**src/design/mst_pkg.sv**
```systemverilog
`timescale 1ns / 1ps
// Shared types and codes for the miss status table.
// No dependencies; used by mst_cam, the top module and the testbench.
package mst_pkg;

    typedef enum logic [1:0] {
        OP_INSERT = 2'd0,
        OP_PIGGY  = 2'd1,
        OP_QUERY  = 2'd2,
        OP_FILL   = 2'd3
    } t_op;

    typedef enum logic [1:0] {
        ST_DONE      = 2'd0,
        ST_NO_FREE   = 2'd1,
        ST_NO_MATCH  = 2'd2,
        ST_LIST_FULL = 2'd3
    } t_status;

    typedef enum logic [2:0] {
        S_IDLE = 3'b001,
        S_LOOK = 3'b010,
        S_SCAN = 3'b100
    } t_state;

    typedef struct packed {
        logic alloc;
        logic free;
    } t_cam_cmd;

    localparam int unsigned SIZE_W  = 7;
    localparam int unsigned TAG_W   = 32;
    localparam int unsigned RID_W   = 32;
    localparam int unsigned SHIFT_W = 4;
    localparam logic [SHIFT_W-1:0] SHIFT_RESET = 4'd6;

endpackage

```
**src/design/mst_cam.sv**
```systemverilog
`timescale 1ns / 1ps
// Entry tags, valid bits and age matrix; finds the oldest matching entry.
// Depends on mst_pkg.
module mst_cam #(
    parameter int ENTRIES   = 16,
    parameter int ADDR_BITS = 48,
    parameter int IDX_W     = 4
) (
    input  logic                  i_clk,
    input  logic                  i_rst_n,
    input  mst_pkg::t_cam_cmd     i_cmd,
    input  logic [IDX_W-1:0]      i_idx,
    input  logic [ADDR_BITS-1:0]  i_block,
    input  logic [ADDR_BITS-1:0]  i_addr,
    input  logic [mst_pkg::SHIFT_W-1:0] i_shift,
    output logic                  o_found,
    output logic [IDX_W-1:0]      o_match_idx,
    output logic [ENTRIES-1:0]    o_valid_vec
);
    import mst_pkg::*;

    logic [ENTRIES-1:0]   r_valid;
    logic [ADDR_BITS-1:0] r_block [ENTRIES];
    // row i, bit j: entry j is older than entry i
    logic [ENTRIES-1:0]   r_older [ENTRIES];
    logic [ADDR_BITS-1:0] mask;
    logic [ENTRIES-1:0]   match;
    logic [ENTRIES-1:0]   sel;

    assign mask = ~((ADDR_BITS'(1) << i_shift) - ADDR_BITS'(1));

    always_comb begin
        o_match_idx = '0;
        for (int i = 0; i < ENTRIES; i++) begin
            match[i] = r_valid[i] && (((r_block[i] ^ i_addr) & mask) == '0);
        end
        for (int i = 0; i < ENTRIES; i++) begin
            sel[i] = match[i] && ((match & r_older[i]) == '0);
            if (sel[i]) begin
                o_match_idx = o_match_idx | IDX_W'(i);
            end
        end
    end

    assign o_found     = |match;
    assign o_valid_vec = r_valid;

    always_ff @(posedge i_clk) begin
        if (!i_rst_n) begin
            r_valid <= '0;
            for (int i = 0; i < ENTRIES; i++) begin
                r_older[i] <= '0;
            end
        end else begin
            if (i_cmd.alloc) begin
                // new entry is younger than everything
                for (int i = 0; i < ENTRIES; i++) begin
                    if (IDX_W'(i) == i_idx) begin
                        r_older[i] <= r_valid;
                    end else begin
                        r_older[i][i_idx] <= 1'b0;
                    end
                end
                r_valid[i_idx] <= 1'b1;
            end
            if (i_cmd.free) begin
                r_valid[i_idx] <= 1'b0;
            end
        end
    end

    always_ff @(posedge i_clk) begin
        if (i_cmd.alloc) begin
            r_block[i_idx] <= i_block;
        end
    end

    a_sel_onehot: assert property (@(posedge i_clk) disable iff (!i_rst_n)
        $onehot0(sel)) else $error("more than one oldest match");
    a_found_sel: assert property (@(posedge i_clk) disable iff (!i_rst_n)
        o_found |-> $onehot(sel)) else $error("match without selected entry");
    a_alloc_valid: assert property (@(posedge i_clk) disable iff (!i_rst_n)
        (i_cmd.alloc && !i_cmd.free) |=> r_valid[$past(i_idx)])
        else $error("allocated entry not valid");
endmodule

```
**config.mk**
```make
export PLATFORM = sky130hd
export DESIGN_NAME = mst_cam
export DESIGN_NICKNAME = d
export VERILOG_FILES = /design/src/design/mst_pkg.sv /design/src/design/mst_cam.sv
export SDC_FILE = /design/constraint.sdc
export NUM_CORES = 2
export LEC_CHECK = 0
export ABC_AREA = 1
export BUFFER_PORTS_ARGS = -buffer_cell sky130_fd_sc_hd__buf_2
export CAP_MARGIN = 5
export CORE_AREA = 2 2 382 384
export CTS_CLUSTER_DIAMETER = 200
export DETAILED_ROUTE_END_ITERATION = 10
export DIE_AREA = 0 0 384 386
export GPL_TIMING_DRIVEN = 0
export HOLD_SLACK_MARGIN = 0.15
export PLACE_DENSITY = 0.49
export SYNTH_ARGS = -nofsm -noshare
export SYNTH_HDL_FRONTEND = slang
export SYNTH_SLANG_ARGS = --single-unit
```
**constraint.sdc**
```tcl
create_clock -name i_clk -period 16.88 [get_ports i_clk]
set_clock_uncertainty 0.2 [all_clocks]
set_input_delay 3.376 -clock i_clk [delete_from_list [all_inputs] [get_ports i_clk]]
set_output_delay 3.376 -clock i_clk [all_outputs]
set_load 0.01 [all_outputs]
```
==> metrics.md <==
| Metric | Value |
|---|---|
| Post-route clock period utilization | a little under three quarters |
| Finish-stage setup viols | 0 |
| EDFF count, synth | roughly 1000 |
| Vias in the first global route | about 36000 |
| Max VDD drop | a little under 0.08 mV |
| Pre-antenna DRT Iters | 6 |
| Setup CP Type | input pin to primary output |
| Final wirelength | approximately 200 mm |
| First-pass GRT wire length | around 270 mm |
| Cts hold-fix bufs | 0 |
| Syn avg cell area | between 8 and 9 sq um |
| Fill count | 14498 |
| Cells along the critical path | buf_2 -> inv_2 -> buf_1 -> nand3_1 -> ha_1 -> clkbuf_1 -> clkbuf_1 -> nand3_1 -> nand2_1 -> nor2_1 -> nand2_1 -> nor2_1 -> nand3_1 -> nor2_2 -> buf_4 -> nand3b_1 -> nor2_1 -> nand4_2 -> nand2_1 -> inv_1 -> nand3_1 -> buf_2 |
| Most frequent cell after synthesis | nand2_1 |
| Die X | 384 um |
| Vias per std cell | between 4 and 5 |
| Row count | 140 |
| FF-to-FF setup slack | 14670 ps |
| Crit. path cell count | 22 |
| Synth Register Bits | 1024 |
| Post-Syn Nets | about 5700 |
| Crit path time final | 11970 ps |
| Lkg Pwr | 24.87 nW |
| Die area | about 0.15 sq mm |
| Die Ht | about 390 um |
| FMAX | 83.56 MHz |
| Worst-path clk slew | roughly 60 ps |
| Critical Path Start | i_shift[3] |
| CP Data Required Time | 13300 ps |
| Port bufs | between 80 and 90 |
| Most frequent CP cell | nand3_1 |
| Setup TNS | 0 ps |
| Initial antenna violation count | 23 |
| Initial Util | about 35% |
| Post-synthesis sequential area ratio | between 60% and 70% |
| Pwr dens | 101.2 mW/mm^2 |
| Layout cells sized above 1 | between 8 and 9% |
| Hold Crit Class | flop to flop |
| GP Congestion | 0.9271 |
| Worst reg2reg startpoint | o_valid_vec[0] |
| Final Worst Setup Slack | between 4000 and 5000 ps |
| Crit path capture type | primary output |
| Final Slew Violations | 0 |
| RR Endpoint | o_valid_vec[0] |
| Drt wl/cell | roughly 25 um |
| CTS H-tree lvls | 3 |
| Gr ovfl total | 0 |
| Slowest CP cell | buf_1 |
| Synth Instances | 5569 |
| Synthesis-to-layout area growth | 13.71% |
| CTS tree | built |
| Detail Placement HPWL | around 140 mm |
| Slew HR | ~16% |
| GR Util All Layers | between 20% and 30% |
| Most used DFF post-synth | edfxtp_1 |
| Initial drt markers | between 4000 and 5000 |
| Post-synth top cells | 2205 x nand2_1, 1008 x edfxtp_1, 701 x nor2_1 |
| RSZ-0062 raised after global routing | false |
| Top post-synthesis cells by area | edfxtp_1 60%, nand2_1 17%, nor2_1 5.3% |
| Critical Path Source Type | input pin |
| Critical path buffers and inverters | 8 |
| Max Fanout on Critical Path | 10 |
| Cell depth of the worst flop-to-flop path | 2 |
| Crit path largest cell delay | between 500 and 600 ps |
| Residual DRC | 0 |
| IO Pins | 129 |
| Clock sink count | slightly above 1000 |
| Yosys top cell area share | 60.50% |
| CP delay by family, top | simple AND/OR/NAND/NOR gates |
| Unique masters post-synth | 43 |
| WP data arrival | roughly 8400 ps |
| Largest area contributor in the netlist | edfxtp_1 |
| Resize count post-CTS | 0 |
| CTS buffer count | between 100 and 150 |
| Largest net degree at the start of global routing | 49 |
| Core Area | ~0.14 sq mm |
| Nets@finish | roughly 5900 |
| Vias | around 39000 |
| Setup WS pre-CTS | between 5000 and 6000 ps |
| FFs w/ async S/R, synth | 0% |
| Warnings, synthesis | 0 |
| Root buffer cell | clkbuf_16 |
| Setup bufs post-CTS | 0 |
| Slew @ Worst Pin | 1264 ps |
| Run status | complete, no violations |
| Max-cap violations | 0 |
| Synthesized area | around 0.050 sq mm |
| Worst setup path end | o_match_idx[1] |
| ANT nets after route | 0 |
| Fin. Hold Viols | 0 |
| Worst-skew pair later-pin latency | 740 ps |
| Clk buf depth | 3 |
-- cell usage in the layout, fill, tap and decap left out, drive strengths merged --
cell type,instances
a21oi,54
a221oi,1
a22oi,15
and2,3
buf,244
bufinv,4
clkbuf,242
clkinv,73
dfxtp,16
diode,2
edfxtp,1008
ha,2
inv,653
nand2,2216
nand3,174
nand3b,4
nand4,38
nor2,722
nor3,37
nor3b,2
nor4,3
o211ai,1
o21ai,141
or2,47
xnor2,47
xor2,147
-- sequential cells by signal, indices dropped and copies added, names as in the netlist --
register and cells:
o_valid_vec 16, r_older 240, r_block 768
-- worst reg2reg max path, stage by stage, from the launching register on --
cell and delay [ps]:
dfxtp_1 660, clkinv_1 700, a221oi_1 540
-- layer usage --
metal	routed length (um)	track usage (%)
met1	81510	35.65
met2	89750	41.97
met3	15960	3.546
met4	8256	10.10
met5	87	0
-- worst min path at each step --
stage                     from               to  slack (ps)  cells after the start
2_1_floorplan   o_valid_vec[6]   o_valid_vec[6]         320                      2
3_5_place_dp   o_valid_vec[14]  o_valid_vec[14]         460                      2
3_3_place_gp   o_valid_vec[14]  o_valid_vec[14]         430                      2
5_1_grt        o_valid_vec[14]  o_valid_vec[14]         480                      2
6_report       o_valid_vec[14]  o_valid_vec[14]         480                      2
4_1_cts        o_valid_vec[14]  o_valid_vec[14]         480                      2
-- layout make-up --
cell class              instances  area (sq um)  area share [%]
diodes                          2         5.005        0.008797
flip-flops and latches       1024         30590           53.77
well taps                    1917          2399           4.216
repair buffers                111         929.6           1.634
clock inverters                64         410.4          0.7214
plain buffers                 225          1136           1.997
multi-input cells            3654         15810           27.79
clock buffers                 150          3073           5.401
inverters                     666          2539           4.462
-- through the flow --
step	total power (W)	instances	utilization, %	cell area, sq um	hold slack [ps]
global route	0.005913	7812	39.37	56890	483.5
global placement	0.003377	7575	36.59	52880	431.2
finish	0.005759	7813	39.37	56890	476.1
CTS	0.005770	7811	39.36	56890	482.5
detailed placement	0.003385	7597	36.95	53400	463.9
floorplan	0.003174	5569	-	50030	322.9
-- report_power, final --
part / total, W / internal (W) / switching [W]
sequential: 0.00289 / 0.00286 / 0.0000256
combinational: 0.000450 / 0.000110 / 0.000340
clock: 0.00242 / 0.00133 / 0.00109
-- cells by family (layout without fill, tap and decap cells) --
logic type / after synthesis / count (layout) / share of synthesized area (%)
compound gates: 212 / 212 / 2.208
xor+xnor: 194 / 194 / 3.396
fa+ha+maj: 2 / 2 / 0.05001
buf+inv: 891 / 1216 / 7.270
flops: 1024 / 1024 / 61.14
other cells: 0 / 2 / 0
simple gates: 3246 / 3246 / 25.94
(Power assumes the default switching activity.)
